--- src/rtl/hbk_pkg.sv ---
// hbk_pkg: constants, ROM entry type and the usage-to-set-1 ROM function for the
// HID boot keyboard to PS/2 set-1 translator. No dependencies.
package hbk_pkg;

  localparam int          NUM_MODS       = 8;
  localparam int          INPUT_KEYS     = 6;
  localparam int          ROM_BITS       = 9;
  localparam logic [6:0]  MIN_REPORT_LEN = 7'd8;
  localparam logic [7:0]  PREFIX_BYTE    = 8'hE0;
  localparam logic [7:0]  BREAK_BIT      = 8'h80;
  localparam logic [7:0]  MOD_USAGE_BASE = 8'hE0;
  localparam logic [7:0]  LAST_SPECIAL   = 8'h01;

  typedef struct packed {
    logic [7:0] code;
    logic       ext;
  } rom_entry_t;

  function automatic rom_entry_t usage_rom(input logic [7:0] usage);
    rom_entry_t e;
    e = '{code: 8'h00, ext: 1'b0};
    unique case (usage)
      8'h04: e.code = 8'h1E;  8'h05: e.code = 8'h30;  8'h06: e.code = 8'h2E;
      8'h07: e.code = 8'h20;  8'h08: e.code = 8'h12;  8'h09: e.code = 8'h21;
      8'h0A: e.code = 8'h22;  8'h0B: e.code = 8'h23;  8'h0C: e.code = 8'h17;
      8'h0D: e.code = 8'h24;  8'h0E: e.code = 8'h25;  8'h0F: e.code = 8'h26;
      8'h10: e.code = 8'h32;  8'h11: e.code = 8'h31;  8'h12: e.code = 8'h18;
      8'h13: e.code = 8'h19;  8'h14: e.code = 8'h10;  8'h15: e.code = 8'h13;
      8'h16: e.code = 8'h1F;  8'h17: e.code = 8'h14;  8'h18: e.code = 8'h16;
      8'h19: e.code = 8'h2F;  8'h1A: e.code = 8'h11;  8'h1B: e.code = 8'h2D;
      8'h1C: e.code = 8'h15;  8'h1D: e.code = 8'h2C;
      8'h1E: e.code = 8'h02;  8'h1F: e.code = 8'h03;  8'h20: e.code = 8'h04;
      8'h21: e.code = 8'h05;  8'h22: e.code = 8'h06;  8'h23: e.code = 8'h07;
      8'h24: e.code = 8'h08;  8'h25: e.code = 8'h09;  8'h26: e.code = 8'h0A;
      8'h27: e.code = 8'h0B;
      8'h28: e.code = 8'h1C;  8'h29: e.code = 8'h01;  8'h2A: e.code = 8'h0E;
      8'h2B: e.code = 8'h0F;  8'h2C: e.code = 8'h39;  8'h2D: e.code = 8'h0C;
      8'h2E: e.code = 8'h0D;  8'h2F: e.code = 8'h1A;  8'h30: e.code = 8'h1B;
      8'h31: e.code = 8'h2B;  8'h33: e.code = 8'h27;  8'h34: e.code = 8'h28;
      8'h35: e.code = 8'h29;  8'h36: e.code = 8'h33;  8'h37: e.code = 8'h34;
      8'h38: e.code = 8'h35;  8'h39: e.code = 8'h3A;
      8'h3A: e.code = 8'h3B;  8'h3B: e.code = 8'h3C;  8'h3C: e.code = 8'h3D;
      8'h3D: e.code = 8'h3E;  8'h3E: e.code = 8'h3F;  8'h3F: e.code = 8'h40;
      8'h40: e.code = 8'h41;  8'h41: e.code = 8'h42;  8'h42: e.code = 8'h43;
      8'h43: e.code = 8'h44;  8'h44: e.code = 8'h57;  8'h45: e.code = 8'h58;
      8'h47: e.code = 8'h46;
      8'h49: e = '{code: 8'h52, ext: 1'b1};
      8'h4A: e = '{code: 8'h47, ext: 1'b1};
      8'h4B: e = '{code: 8'h49, ext: 1'b1};
      8'h4C: e = '{code: 8'h53, ext: 1'b1};
      8'h4D: e = '{code: 8'h4F, ext: 1'b1};
      8'h4E: e = '{code: 8'h51, ext: 1'b1};
      8'h4F: e = '{code: 8'h4D, ext: 1'b1};
      8'h50: e = '{code: 8'h4B, ext: 1'b1};
      8'h51: e = '{code: 8'h50, ext: 1'b1};
      8'h52: e = '{code: 8'h48, ext: 1'b1};
      8'hE0: e.code = 8'h1D;
      8'hE1: e.code = 8'h2A;
      8'hE2: e.code = 8'h38;
      8'hE4: e = '{code: 8'h1D, ext: 1'b1};
      8'hE5: e.code = 8'h36;
      8'hE6: e = '{code: 8'h38, ext: 1'b1};
      default: e = '{code: 8'h00, ext: 1'b0};
    endcase
    return e;
  endfunction

endpackage

--- src/rtl/hbk_if.sv ---
// hbk_in_if / hbk_out_if: valid-ready channels for keyboard reports and scancode bytes.
// No dependencies.
interface hbk_in_if;
  logic       valid;
  logic       ready;
  logic [6:0] report_length;
  logic [7:0] modifier_bits;
  logic [7:0] key_code_0;
  logic [7:0] key_code_1;
  logic [7:0] key_code_2;
  logic [7:0] key_code_3;
  logic [7:0] key_code_4;
  logic [7:0] key_code_5;
  modport source (output valid, report_length, modifier_bits, key_code_0, key_code_1,
                  key_code_2, key_code_3, key_code_4, key_code_5, input ready);
  modport sink   (input valid, report_length, modifier_bits, key_code_0, key_code_1,
                  key_code_2, key_code_3, key_code_4, key_code_5, output ready);
endinterface

interface hbk_out_if;
  logic       valid;
  logic       ready;
  logic [7:0] scan_byte;
  logic       last_of_report;
  modport source (output valid, scan_byte, last_of_report, input ready);
  modport sink   (input valid, scan_byte, last_of_report, output ready);
endinterface

--- src/rtl/hid_boot_keyboard_to_ps2_set1.sv ---
// Translates USB HID boot keyboard reports into PS/2 scan code set 1 bytes:
// modifier changes first, then releases, then presses, with E0 prefixes and
// break codes, and last_of_report marking the final byte of each report.
// A report is taken whenever the two-entry report queue has room, so reports
// may arrive back to back. The byte sequencer loads a report and then sends its
// bytes one after another, stalling while the output is not ready, and takes the
// next report only once the current one is done; reports that are short or
// change nothing take no sequencer time. Depends on hbk_pkg, hbk_if and the
// hbk_front, hbk_queue and hbk_back modules.
module hid_boot_keyboard_to_ps2_set1 #(
  parameter int KEY_SLOTS = 6
) (
  input  logic      clk,
  input  logic      rst_n,
  hbk_in_if.sink    in_ch,
  hbk_out_if.source out_ch
);
  import hbk_pkg::*;

  localparam int NUM_EVT = NUM_MODS + 2 * KEY_SLOTS;
  localparam int Q_W     = NUM_EVT * 11;

  logic                 f_valid;
  logic                 f_ready;
  logic [NUM_EVT-1:0]   f_mask;
  logic [NUM_EVT-1:0]   f_press;
  logic [NUM_EVT-1:0]   f_ext;
  logic [NUM_EVT*8-1:0] f_code;
  logic                 b_valid;
  logic                 b_ready;
  logic [Q_W-1:0]       q_rd;
  logic [Q_W-1:0]       q_wr;

  assign q_wr = {f_mask, f_press, f_ext, f_code};

  hbk_front #(.KEY_SLOTS(KEY_SLOTS)) u_front (
    .clk        (clk),
    .rst_n      (rst_n),
    .in_ch      (in_ch),
    .push_valid (f_valid),
    .push_ready (f_ready),
    .evt_mask   (f_mask),
    .evt_press  (f_press),
    .evt_ext    (f_ext),
    .evt_code   (f_code)
  );

  hbk_queue #(.WIDTH(Q_W)) u_queue (
    .clk      (clk),
    .rst_n    (rst_n),
    .wr_valid (f_valid),
    .wr_ready (f_ready),
    .wr_data  (q_wr),
    .rd_valid (b_valid),
    .rd_ready (b_ready),
    .rd_data  (q_rd)
  );

  hbk_back #(.KEY_SLOTS(KEY_SLOTS)) u_back (
    .clk       (clk),
    .rst_n     (rst_n),
    .pop_valid (b_valid),
    .pop_ready (b_ready),
    .evt_mask  (q_rd[Q_W-1 -: NUM_EVT]),
    .evt_press (q_rd[Q_W-NUM_EVT-1 -: NUM_EVT]),
    .evt_ext   (q_rd[NUM_EVT*8 +: NUM_EVT]),
    .evt_code  (q_rd[NUM_EVT*8-1:0]),
    .out_ch    (out_ch)
  );

endmodule

--- src/rtl/hbk_front.sv ---
// hbk_front: accepts reports, keeps previous modifiers and keys, and classifies
// each report into a mask of byte-producing events. Depends on hbk_pkg, hbk_if.
module hbk_front #(
  parameter  int KEY_SLOTS = 6,
  localparam int NUM_EVT   = 8 + 2 * KEY_SLOTS
) (
  input  logic               clk,
  input  logic               rst_n,
  hbk_in_if.sink             in_ch,
  output logic               push_valid,
  input  logic               push_ready,
  output logic [NUM_EVT-1:0] evt_mask,
  output logic [NUM_EVT-1:0] evt_press,
  output logic [NUM_EVT-1:0] evt_ext,
  output logic [NUM_EVT*8-1:0] evt_code
);
  import hbk_pkg::*;

  logic [7:0] in_keys   [INPUT_KEYS];
  logic [7:0] now_keys  [KEY_SLOTS];
  logic [7:0] prev_keys_r [KEY_SLOTS];
  logic [7:0] prev_mods_r;
  logic [KEY_SLOTS-1:0] prev_hit;
  logic [KEY_SLOTS-1:0] now_hit;
  rom_entry_t rom_mod  [NUM_MODS];
  rom_entry_t rom_prev [KEY_SLOTS];
  rom_entry_t rom_now  [KEY_SLOTS];
  logic       len_ok;
  logic       accept;

  assign in_keys[0] = in_ch.key_code_0;
  assign in_keys[1] = in_ch.key_code_1;
  assign in_keys[2] = in_ch.key_code_2;
  assign in_keys[3] = in_ch.key_code_3;
  assign in_keys[4] = in_ch.key_code_4;
  assign in_keys[5] = in_ch.key_code_5;

  for (genvar g = 0; g < KEY_SLOTS; g++) begin : g_slot
    if (g < INPUT_KEYS) begin : g_real
      assign now_keys[g] = in_keys[g];
    end else begin : g_pad
      assign now_keys[g] = '0;
    end
  end

  assign len_ok       = (in_ch.report_length >= MIN_REPORT_LEN);
  assign in_ch.ready  = push_ready;
  assign accept       = in_ch.valid && in_ch.ready;
  assign push_valid   = in_ch.valid && len_ok && (|evt_mask);

  always_comb begin
    prev_hit = '0;
    now_hit  = '0;
    for (int j = 0; j < KEY_SLOTS; j++) begin
      for (int k = 0; k < KEY_SLOTS; k++) begin
        if (prev_keys_r[j] == now_keys[k]) prev_hit[j] = 1'b1;
        if (now_keys[j] == prev_keys_r[k]) now_hit[j] = 1'b1;
      end
    end
    for (int i = 0; i < NUM_MODS; i++) begin
      rom_mod[i]          = usage_rom(MOD_USAGE_BASE + 8'(i));
      evt_mask[i]         = (prev_mods_r[i] ^ in_ch.modifier_bits[i]) &&
                            (rom_mod[i].code != 8'h00);
      evt_press[i]        = in_ch.modifier_bits[i];
      evt_ext[i]          = rom_mod[i].ext;
      evt_code[8*i +: 8]  = rom_mod[i].code;
    end
    for (int j = 0; j < KEY_SLOTS; j++) begin
      rom_prev[j] = usage_rom(prev_keys_r[j]);
      rom_now[j]  = usage_rom(now_keys[j]);
      evt_mask[NUM_MODS + j]  = (prev_keys_r[j] > LAST_SPECIAL) && !prev_hit[j] &&
                                (rom_prev[j].code != 8'h00);
      evt_press[NUM_MODS + j] = 1'b0;
      evt_ext[NUM_MODS + j]   = rom_prev[j].ext;
      evt_code[8*(NUM_MODS + j) +: 8] = rom_prev[j].code;
      evt_mask[NUM_MODS + KEY_SLOTS + j]  = (now_keys[j] > LAST_SPECIAL) && !now_hit[j] &&
                                            (rom_now[j].code != 8'h00);
      evt_press[NUM_MODS + KEY_SLOTS + j] = 1'b1;
      evt_ext[NUM_MODS + KEY_SLOTS + j]   = rom_now[j].ext;
      evt_code[8*(NUM_MODS + KEY_SLOTS + j) +: 8] = rom_now[j].code;
    end
  end

  // hold state across short reports
  always_ff @(posedge clk) begin
    if (!rst_n) begin
      prev_mods_r <= '0;
      for (int j = 0; j < KEY_SLOTS; j++) prev_keys_r[j] <= '0;
    end else if (accept && len_ok) begin
      prev_mods_r <= in_ch.modifier_bits;
      for (int j = 0; j < KEY_SLOTS; j++) prev_keys_r[j] <= now_keys[j];
    end
  end

endmodule

--- src/rtl/hbk_queue.sv ---
// hbk_queue: two-entry queue of classified reports between front and back.
// Depends on nothing but its width parameter.
module hbk_queue #(
  parameter int WIDTH = 8
) (
  input  logic             clk,
  input  logic             rst_n,
  input  logic             wr_valid,
  output logic             wr_ready,
  input  logic [WIDTH-1:0] wr_data,
  output logic             rd_valid,
  input  logic             rd_ready,
  output logic [WIDTH-1:0] rd_data
);
  logic [1:0]       cnt_r;
  logic [WIDTH-1:0] head_r;
  logic [WIDTH-1:0] tail_r;
  logic             push;
  logic             pop;

  assign wr_ready = (cnt_r != 2'd2);
  assign rd_valid = (cnt_r != 2'd0);
  assign rd_data  = head_r;
  assign push     = wr_valid && wr_ready;
  assign pop      = rd_valid && rd_ready;

  always_ff @(posedge clk) begin
    if (!rst_n) begin
      cnt_r <= '0;
    end else begin
      cnt_r <= cnt_r + {1'b0, push} - {1'b0, pop};
    end
  end

  always_ff @(posedge clk) begin
    if (push && !pop) begin
      if (cnt_r == 2'd0) head_r <= wr_data;
      else               tail_r <= wr_data;
    end else if (pop && !push) begin
      head_r <= tail_r;
    end else if (push && pop) begin
      if (cnt_r == 2'd1) begin
        head_r <= wr_data;
      end else begin
        head_r <= tail_r;
        tail_r <= wr_data;
      end
    end
  end

endmodule

--- src/rtl/hbk_back.sv ---
// hbk_back: walks the event mask of one report, lowest event first, and sends
// one scancode byte per transfer through an output register. Depends on hbk_pkg, hbk_if.
module hbk_back #(
  parameter  int KEY_SLOTS = 6,
  localparam int NUM_EVT   = 8 + 2 * KEY_SLOTS,
  localparam int SEL_W     = $clog2(NUM_EVT)
) (
  input  logic                 clk,
  input  logic                 rst_n,
  input  logic                 pop_valid,
  output logic                 pop_ready,
  input  logic [NUM_EVT-1:0]   evt_mask,
  input  logic [NUM_EVT-1:0]   evt_press,
  input  logic [NUM_EVT-1:0]   evt_ext,
  input  logic [NUM_EVT*8-1:0] evt_code,
  hbk_out_if.source            out_ch
);
  import hbk_pkg::*;

  logic                 cur_valid_r;
  logic                 pre_done_r;
  logic [NUM_EVT-1:0]   cur_mask_r;
  logic [NUM_EVT-1:0]   cur_press_r;
  logic [NUM_EVT-1:0]   cur_ext_r;
  logic [NUM_EVT*8-1:0] cur_code_r;
  logic                 out_valid_r;
  logic [7:0]           out_byte_r;
  logic                 out_last_r;
  logic [SEL_W-1:0]     sel;
  logic [NUM_EVT-1:0]   rest;
  logic [7:0]           sel_code;
  logic                 out_free;
  logic                 emit;
  logic                 send_prefix;

  always_comb begin
    sel = '0;
    for (int i = NUM_EVT - 1; i >= 0; i--) begin
      if (cur_mask_r[i]) sel = SEL_W'(i);
    end
  end

  assign rest        = cur_mask_r & (cur_mask_r - NUM_EVT'(1));
  assign sel_code    = cur_code_r[8*sel +: 8];
  assign out_free    = !out_valid_r || out_ch.ready;
  assign emit        = cur_valid_r && out_free;
  assign send_prefix = cur_ext_r[sel] && !pre_done_r;
  assign pop_ready   = !cur_valid_r;

  always_ff @(posedge clk) begin
    if (!rst_n) begin
      cur_valid_r <= 1'b0;
      pre_done_r  <= 1'b0;
      out_valid_r <= 1'b0;
    end else begin
      if (pop_valid && pop_ready) begin
        cur_valid_r <= 1'b1;
        pre_done_r  <= 1'b0;
      end else if (emit) begin
        if (send_prefix) begin
          pre_done_r <= 1'b1;
        end else begin
          pre_done_r <= 1'b0;
          if (rest == '0) cur_valid_r <= 1'b0;
        end
      end
      if (emit)              out_valid_r <= 1'b1;
      else if (out_ch.ready) out_valid_r <= 1'b0;
    end
  end

  always_ff @(posedge clk) begin
    if (pop_valid && pop_ready) begin
      cur_mask_r  <= evt_mask;
      cur_press_r <= evt_press;
      cur_ext_r   <= evt_ext;
      cur_code_r  <= evt_code;
    end else if (emit && !send_prefix) begin
      cur_mask_r <= rest;
    end
    if (emit) begin
      if (send_prefix) begin
        out_byte_r <= PREFIX_BYTE;
        out_last_r <= 1'b0;
      end else begin
        out_byte_r <= cur_press_r[sel] ? sel_code : (sel_code | BREAK_BIT);
        out_last_r <= (rest == '0);
      end
    end
  end

  assign out_ch.valid          = out_valid_r;
  assign out_ch.scan_byte      = out_byte_r;
  assign out_ch.last_of_report = out_last_r;

endmodule
--- src/flat_wrapper.sv ---
// flat-port wrapper written by rule: the top's interface ports become plain ports
module hid_boot_keyboard_to_ps2_set1_flat import hbk_pkg::*;
#(
  parameter int KEY_SLOTS = 6
)
  (clk, rst_n, in_ch_valid, in_ch_report_length, in_ch_modifier_bits, in_ch_key_code_0, in_ch_key_code_1, in_ch_key_code_2, in_ch_key_code_3, in_ch_key_code_4, in_ch_key_code_5, in_ch_ready, out_ch_valid, out_ch_scan_byte, out_ch_last_of_report, out_ch_ready);
  hbk_in_if in_ch_i ();
  hbk_out_if out_ch_i ();
  input  logic clk;
  input  logic rst_n;
  input wire logic [$bits(in_ch_i.valid)-1:0] in_ch_valid;
  input wire logic [$bits(in_ch_i.report_length)-1:0] in_ch_report_length;
  input wire logic [$bits(in_ch_i.modifier_bits)-1:0] in_ch_modifier_bits;
  input wire logic [$bits(in_ch_i.key_code_0)-1:0] in_ch_key_code_0;
  input wire logic [$bits(in_ch_i.key_code_1)-1:0] in_ch_key_code_1;
  input wire logic [$bits(in_ch_i.key_code_2)-1:0] in_ch_key_code_2;
  input wire logic [$bits(in_ch_i.key_code_3)-1:0] in_ch_key_code_3;
  input wire logic [$bits(in_ch_i.key_code_4)-1:0] in_ch_key_code_4;
  input wire logic [$bits(in_ch_i.key_code_5)-1:0] in_ch_key_code_5;
  output wire logic [$bits(in_ch_i.ready)-1:0] in_ch_ready;
  output wire logic [$bits(out_ch_i.valid)-1:0] out_ch_valid;
  output wire logic [$bits(out_ch_i.scan_byte)-1:0] out_ch_scan_byte;
  output wire logic [$bits(out_ch_i.last_of_report)-1:0] out_ch_last_of_report;
  input wire logic [$bits(out_ch_i.ready)-1:0] out_ch_ready;
  assign in_ch_i.valid = in_ch_valid;
  assign in_ch_i.report_length = in_ch_report_length;
  assign in_ch_i.modifier_bits = in_ch_modifier_bits;
  assign in_ch_i.key_code_0 = in_ch_key_code_0;
  assign in_ch_i.key_code_1 = in_ch_key_code_1;
  assign in_ch_i.key_code_2 = in_ch_key_code_2;
  assign in_ch_i.key_code_3 = in_ch_key_code_3;
  assign in_ch_i.key_code_4 = in_ch_key_code_4;
  assign in_ch_i.key_code_5 = in_ch_key_code_5;
  assign in_ch_ready = in_ch_i.ready;
  assign out_ch_valid = out_ch_i.valid;
  assign out_ch_scan_byte = out_ch_i.scan_byte;
  assign out_ch_last_of_report = out_ch_i.last_of_report;
  assign out_ch_i.ready = out_ch_ready;
  hid_boot_keyboard_to_ps2_set1 #(.KEY_SLOTS(KEY_SLOTS)) u_core (.clk(clk), .rst_n(rst_n), .in_ch(in_ch_i), .out_ch(out_ch_i));
endmodule
--- config.mk ---
export PLATFORM = sky130hd
export DESIGN_NAME = hid_boot_keyboard_to_ps2_set1_flat
export DESIGN_NICKNAME = d
export VERILOG_FILES = /design/src/rtl/hbk_pkg.sv /design/src/rtl/hbk_if.sv /design/src/rtl/hid_boot_keyboard_to_ps2_set1.sv /design/src/rtl/hbk_front.sv /design/src/rtl/hbk_queue.sv /design/src/rtl/hbk_back.sv /design/src/flat_wrapper.sv
export SDC_FILE = /design/constraint.sdc
export NUM_CORES = 2
export LEC_CHECK = 0
export BUFFER_PORTS_ARGS = -buffer_cell sky130_fd_sc_hd__buf_2
export CORE_MARGIN = 2
export CORE_UTILIZATION = 35
export CTS_BUF_LIST = sky130_fd_sc_hd__clkbuf_8
export CTS_CLUSTER_SIZE = 25
export DETAILED_ROUTE_END_ITERATION = 16
export SYNTH_ARGS = -nofsm -noshare
export SYNTH_HDL_FRONTEND = slang
export SYNTH_SLANG_ARGS = --single-unit
export TNS_END_PERCENT = 100
--- constraint.sdc ---
create_clock -name clk -period 18.4 [get_ports clk]
set_input_delay 0.92 -clock clk [delete_from_list [all_inputs] [get_ports clk]]
set_output_delay 0.92 -clock clk [all_outputs]
set_load 0.03 [all_outputs]
# [Yosys cells after proc, flatten, opt, wreduce, memory -nomap -nowiden]
# Memory sizes are Yosys's and may differ from the RTL's.
# Cells that the tools add are included.
[word_totals] ff_bits=681 inputBits=67 out_inout_bits=11 word_cells=1378 ram_bits=48 memories=1
[op_classes] n_lt_le_gt_ge=14 n_mux=149 n_reduce_logical=118 add_sub_neg=3 eq_ne=1063 n_bitwise=15 n_shift=1
[memory_table] name="u_core.u_front.prev_keys_r" words=6 word_bits=8 read_ports=6 rd_ports_with_merged_regs=0 write_ports=6 line="hbk_front.sv:21" rtl="logic [7:0] prev_keys_r [KEY_SLOTS];"
[ops] cell="one-hot mux 7 bit (80 select lines)" n=12
[ops] cell="equality test 8 x 6 -> 1 bit (second input constant)" n=372
[ops] cell="two-way mux 220 bit" n=10
[ops] cell="equality test 8 x 7 -> 1 bit (second input constant)" n=204
[ops] cell="equality test 8 x 5 -> 1 bit (second input constant)" n=192
[ops] cell="equality test 8 x 4 -> 1 bit (second input constant)" n=96
[ops] cell="equality test 8 bit" n=72
[ops] cell="equality test 8 bit (second input constant)" n=72
[ops] cell="equality test 8 x 3 -> 1 bit (second input constant)" n=48
[ops] cell="indexed part select 160 x 9 -> 8 bit" n=1
[ops] cell="OR reduction 12 bit" n=12
[ops] cell="two-way mux 5 bit" n=20
[ops] cell="two-way mux 1 bit" n=97
[ops] cell="> comparator 8 x 1 -> 1 bit (second input constant)" n=12
[ops] cell="nonzero test 8 bit" n=12
[ops] cell="OR reduction 2 bit" n=26
[ops] cell="two-way mux 8 bit" n=6
[ops] cell="two-way mux 20 bit" n=2
[ops] cell="logical AND 1 bit" n=36
[ops] cell="bitwise AND 20 bit" n=1
[ops] cell="logical NOT 20 bit" n=1
[ops] cell="subtractor 20 x 1 -> 20 bit (second input constant)" n=1
[ops] cell="logical NOT 1 bit" n=18
[ops] cell="OR reduction 18 bit" n=1
[ops] cell="other kinds (18)" n=39

# [Logic depth before layout (Yosys ltp)]
[logic_depth] word_depth=27 depth_mapped=19 ltp_nobuf=14

# [Hierarchy]
# From an unflattened synthesis, not the netlist that was laid out.
[unflattened] hier_cells=5577 hier_area_um2=51918.5
[modules_own_cells] module="hbk_front" cells_per_inst=3446 instances=1 area_per_inst_um2=21820.9 seq_area_each_um2=1561.5
[modules_own_cells] module="hbk_queue" cells_per_inst=1490 instances=1 area_per_inst_um2=20405.8 seq_area_each_um2=13252.7
[modules_own_cells] module="hbk_back" cells_per_inst=641 instances=1 area_per_inst_um2=9691.8 seq_area_each_um2=6936.7

# [Worst setup path before layout]
# Ideal clock, no wire load.
[synth_path] kind="register to register" startpoint="reg u_core.u_queue.cnt_r[0]" endpoint="reg u_core.u_queue.tail_r[100] (enable)" slack_ns=5.083 path_buffers=1 arrival_ns=12.564 required_time_ns=17.647 synth_period_minus_slack_ns=13.317 path_stages_with_launch=7 setup_ns=0.753 path_cell_list="dfxtp_1 o21ai_0 inv_1 clkbuf_1 ha_1 nor2_1 nor3_1"
[synth_via] elab_chain_len=6 elab_cells_between_ends=16 cone_classes="5 x eq/ne; 11 x reduce/logical"
[synth_rtl] item="start, declared" line="hbk_queue.sv:15" rtl="logic [1:0] cnt_r;"
[synth_rtl] item="start signal, assigned" line="hbk_queue.sv:31" rtl="cnt_r <= cnt_r + {1'b0, push} - {1'b0, pop};"
[synth_rtl] item="nonzero test 2 bit *" line="hbk_queue.sv:22" rtl="assign rd_valid = (cnt_r != 2'd0);"
[synth_rtl] item="logical AND 1 bit *" line="hbk_queue.sv:25" rtl="assign pop = rd_valid && rd_ready;"
[synth_rtl] item="named net u_core.u_queue.pop" line="hbk_queue.sv:19" rtl="logic pop;"
[synth_rtl] item="logical NOT 1 bit" line="hbk_queue.sv:36" rtl="if (push && !pop) begin"
[synth_rtl] item="logical AND 1 bit" line="hbk_queue.sv:36"
[synth_rtl] item="inequality test 2 bit (no source line) / nonzero test 2 bit (equally long branches)"
[synth_rtl] item="AND reduction 4 bit (no source line) *"
[synth_rtl] item="end signal, assigned" line="hbk_queue.sv:38" rtl="else tail_r <= wr_data;"
[synth_rtl] item="end signal, assigned" line="hbk_queue.sv:46" rtl="tail_r <= wr_data;"
[synth_rtl] item="end, declared" line="hbk_queue.sv:17" rtl="logic [WIDTH-1:0] tail_r;"
# The timed path passes the listed nets; every way through them passes the cells marked *.
# A chain may end at the register's enable or synchronous reset.

==> impl_results.md <==
- Outcome: finished clean
- Setup TNS: 0 ns
- Least-Margin Pin Slew: 1.45 ns
- Worst clock skew on the final layout: 0.0627 ns
- Worst rel slew slack: 2.75%
- Arrival time reported for the critical path endpoint: 6.66 ns
- Number of synthesized flops with an enable pin: 425
- Sequential element share of the synthesized area: 36.4%
- Horizontal die dimension: 323 um
- Ys flop type: sky130_fd_sc_hd__edfxtp_1
- GR Overflow Total: 0
- Top fanout value on the critical path: 58
- Via count of the first global-routing pass: 30900
- Number of different library cells in the post-synthesis netlist: 106
- RSZ-0062 raised after global routing: no
- Post-route standard cell area excluding fillers: 38000 um2
- Post-synthesis async set-or-reset flop share: 0%
- Clock buffer count from CTS: 78
- Worst path top cell family by delay: simple AND/OR/NAND/NOR gates
- Worst setup slack for register-to-register paths: 12.01 ns
- Clock root buffer: sky130_fd_sc_hd__clkbuf_8
- TritonCTS clock tree: built
- Number of levels the H-tree was split into: 3
- Source of the worst hold timing path: u_core.u_queue.rd_data[115]
- Top post-synthesis cells by area: sky130_fd_sc_hd__edfxtp_1, sky130_fd_sc_hd__xnor2_1, sky130_fd_sc_hd__nor2_1
- Hold Path Class: flop to flop
- Count of unresolved DRC violations after routing: 0
- Slowest stage cell on the critical path: sky130_fd_sc_hd__buf_4
- Count of vias placed by the detailed router: 34200
- Post-layout minimum cycle time: 6.39 ns
- Mean post-synth cell area: 8.26 um2
- Buffers inserted by post-CTS timing repair: 0
- Overall die height: 323 um
- Top achievable clock speed: 157 MHz
- Worst setup slack before clock tree synthesis: 11.47 ns
- Worst path setup slack after routing: 12.01 ns
- WL/cell: 22.7 um
- Reg2reg end: u_core.u_queue.tail_r[101]
- Worst voltage drop across the vdd grid: 0.140 mV
- Count of boundary I/O pins: 78
- DPL Wire Length: 83000 um
- Hold Buf Count CTS: 0
- Element type at the critical path end: flop
- Clock insertion delay at the later pin of the skew report: 0.71 ns
- Worst-path clk slew: 0.08 ns
- Initial core utilization: 35.1%
- Final wirelength: 126000 um
- Number of buffer and inverter instances along the worst setup path: 3
- Cell taking the most area after synthesis: sky130_fd_sc_hd__edfxtp_1
- Antenna viol nets, final: 0
- Logic depth of the worst register-to-register path: 15
- Count of standard-cell rows: 117
- CP Data Required Time: 18.67 ns
- Detailed router's first-iteration violation count: 4538
- Yosys warnings: 0
- Final hold violation count: 0
- Crit path launch type: flop
- Cells along the critical path: buf_4, nand2b_1, a221o_1, a32oi_1, o221ai_1, nor3_1, nor4_2, nor4_1, a31o_2, inv_2, ha_1, xnor2_1, nor2_1, nor3_2, buf_4
- Share of layout cells above drive strength 1: 9.36%
- R2R Path Start: u_core.u_front.prev_keys_r[2][2]
- Longest Clk Path Bufs: 3
- Flip-flop and latch count after synthesis: 436
- Number of sinks handled by clock tree synthesis: 436
- Final weighted congestion in routability-driven placement: 0.968
- Worst stage delay on the critical path: 0.84 ns
- Area share of the leading cell type in the synthesized netlist: 35.8%
- Number of nets in the synthesized netlist: 4389
- Total standard cell area after synthesis: 35700 um2
- Die Area: 104000 um2
- Min-Delay Endpoint: u_core.u_back.cur_code_r[115]
- Maximum number of pins on one net before global-route repair: 76
- LEAKAGE: 0.0126 uW
- Via count normalized by instance count: 6.17
- Crit Path Category: flop to flop
- Final period util: 34.7%
- Aggregate global-route resource usage: 23.3%
- # nets final: 4200
- Number of antenna violations at the first check in global routing: 4
- Router iterations before antenna repair: 6
- Post-cts sizing count: 0
- Cell area power density: 129 nW/um2
- Core Area: 101000 um2
- Wire length of the first global-routing pass: 191000 um
- Hold depth: 0
- Number of cells produced by synthesis: 4315
- Area delta synth->final: 6.71%
- IO buf count: 74
- Cell area reported after detailed placement: 36600 um2
- Total count of max-transition violations in the final report: 0
- Total power: 4910 uW
- Most common cell on crit path: sky130_fd_sc_hd__buf_4
- Total of max-cap violations: 0
- Number of failing setup endpoints in the final timing report: 0
synth_stat cells (all sizes together) (14+ instances only):
| cell type | instances |
|---|---|
| or4 | 23 |
| o2111ai | 19 |
| o22ai | 73 |
| o21ai | 257 |
| a21oi | 263 |
| inv | 56 |
| nand2 | 486 |
| or2 | 26 |
| a21boi | 15 |
| nand3b | 18 |
| a21o | 15 |
| a211oi | 28 |
| nand3 | 129 |
| mux4 | 16 |
| nor2b | 53 |
| a221oi | 15 |
| a32oi | 30 |
| or3 | 30 |
| a2111oi | 19 |
| and2 | 56 |
| a31oi | 79 |
| buf | 255 |
| xnor2 | 257 |
| o211ai | 41 |
| nor3 | 148 |
| o31ai | 34 |
| xor2 | 64 |
| edfxtp | 425 |
| clkbuf | 182 |
| and3 | 17 |
| a22oi | 30 |
| o32ai | 19 |
| o311ai | 18 |
| or4b | 14 |
| nor2 | 522 |
| mux2i | 38 |
| mux2 | 52 |
| o32a | 14 |
| nor4 | 67 |
| nand4 | 102 |
| nand2b | 69 |
cells in the final DEF, fill, tap and decap left out, types with 17 or more instances in the layout:
cell type / count
sky130_fd_sc_hd__or4_1: 23
sky130_fd_sc_hd__clkbuf_8: 83
sky130_fd_sc_hd__nor2b_1: 53
sky130_fd_sc_hd__xnor2_1: 257
sky130_fd_sc_hd__or3_1: 30
sky130_fd_sc_hd__nor2_1: 519
sky130_fd_sc_hd__a31oi_1: 78
sky130_fd_sc_hd__nand2_1: 485
sky130_fd_sc_hd__buf_4: 94
sky130_fd_sc_hd__a2111oi_0: 19
sky130_fd_sc_hd__nor3_1: 145
sky130_fd_sc_hd__mux2_2: 52
sky130_fd_sc_hd__inv_1: 72
sky130_fd_sc_hd__edfxtp_1: 425
sky130_fd_sc_hd__a22oi_1: 30
sky130_fd_sc_hd__nand3b_1: 18
sky130_fd_sc_hd__nand3_1: 128
sky130_fd_sc_hd__and3_1: 17
sky130_fd_sc_hd__o32ai_1: 19
sky130_fd_sc_hd__buf_2: 74
sky130_fd_sc_hd__a211oi_1: 28
sky130_fd_sc_hd__o211ai_1: 41
sky130_fd_sc_hd__o21ai_0: 241
sky130_fd_sc_hd__mux2i_1: 38
sky130_fd_sc_hd__a32oi_1: 30
sky130_fd_sc_hd__o2111ai_1: 19
sky130_fd_sc_hd__a21oi_1: 261
sky130_fd_sc_hd__o31ai_1: 33
sky130_fd_sc_hd__xor2_1: 64
sky130_fd_sc_hd__o22ai_1: 72
sky130_fd_sc_hd__nand2b_1: 69
sky130_fd_sc_hd__nand4_1: 102
sky130_fd_sc_hd__nor4_1: 62
sky130_fd_sc_hd__and2_1: 54
through the flow:
step,hold WS (ns),utilization [%],std cells
2_1_floorplan,0.400,-,4315
3_3_place_gp,0.400,36.1,5414
3_5_place_dp,0.405,36.1,5414
4_1_cts,0.349,37.5,5546
5_1_grt,0.383,37.5,5547
6_report,0.369,37.5,5547
logic make-up after synthesis:
group / count (synthesis) / synth area share (%)
xor+xnor: 321 / 7.89
mux: 106 / 3.72
compound gates: 1124 / 20.7
flops: 436 / 36.4
buf+inv: 497 / 5.99
fa+ha+maj: 9 / 0.302
simple gates: 1822 / 25.0
how the worst max path moves through the flow:
stage                                                start  cells after the start                    endpoint  slack [ns]
after floorplan                    u_core.u_queue.cnt_r[0]                      6  u_core.u_queue.tail_r[100]        5.08
after global placement                 in_ch_key_code_4[2]                     16  u_core.u_queue.tail_r[116]       11.53
after detailed placement               in_ch_key_code_5[0]                     15  u_core.u_queue.tail_r[116]       11.47
after CTS                 u_core.u_front.prev_keys_r[2][2]                     15  u_core.u_queue.tail_r[101]       11.98
after global routing                   in_ch_key_code_4[2]                     16  u_core.u_queue.tail_r[101]       11.71
final                     u_core.u_front.prev_keys_r[2][2]                     15  u_core.u_queue.tail_r[101]       12.01
area by class of cell:
| cell class | instances | area (um2) |
|---|---|---|
| clock buffer | 83 | 1140 |
| sequential | 436 | 13000 |
| inverter | 60 | 233 |
| multi-input combinational | 3382 | 20600 |
| fill | 10400 | 63400 |
| tap | 1368 | 1710 |
| timing repair buffer | 168 | 1080 |
| antenna | 1 | 2.50 |
| clock inverter | 49 | 303 |
per-layer routing:
layer / wire length (um) / global-route usage [%] / vias up
li1: - / - / 15600
met1: 54100 / 33.0 / 16400
met2: 55100 / 35.4 / 1903
met3: 11900 / 3.83 / 259
met4: 4600 / 9.12 / 6
met5: 37 / 0 / -
report_power, final:
part           internal [uW]  leakage, uW  switching (uW)
clock                    446     0.000822             411
sequential              1790      0.00424             215
combinational            625      0.00753            1430
flip-flops by register name, indices dropped and copies added, names as in the netlist:
name                                 count
u_core.u_queue.rd_data                 122
u_core.u_queue.tail_r                  122
u_core.u_back.cur_code_r                84
u_core.u_front.prev_keys_r              48
u_core.u_back.cur_mask_r                20
u_core.u_back.cur_ext_r                 12
u_core.u_back.cur_press_r                8
u_core.u_back.out_ch.scan_byte           8
u_core.u_front.prev_mods_r               6
u_core.u_queue.cnt_r                     2
u_core.u_back.cur_valid_r                1
u_core.u_back.out_ch.last_of_report      1
u_core.u_back.out_ch.valid               1
u_core.u_back.pre_done_r                 1
Power figures use the tool's default switching activity.
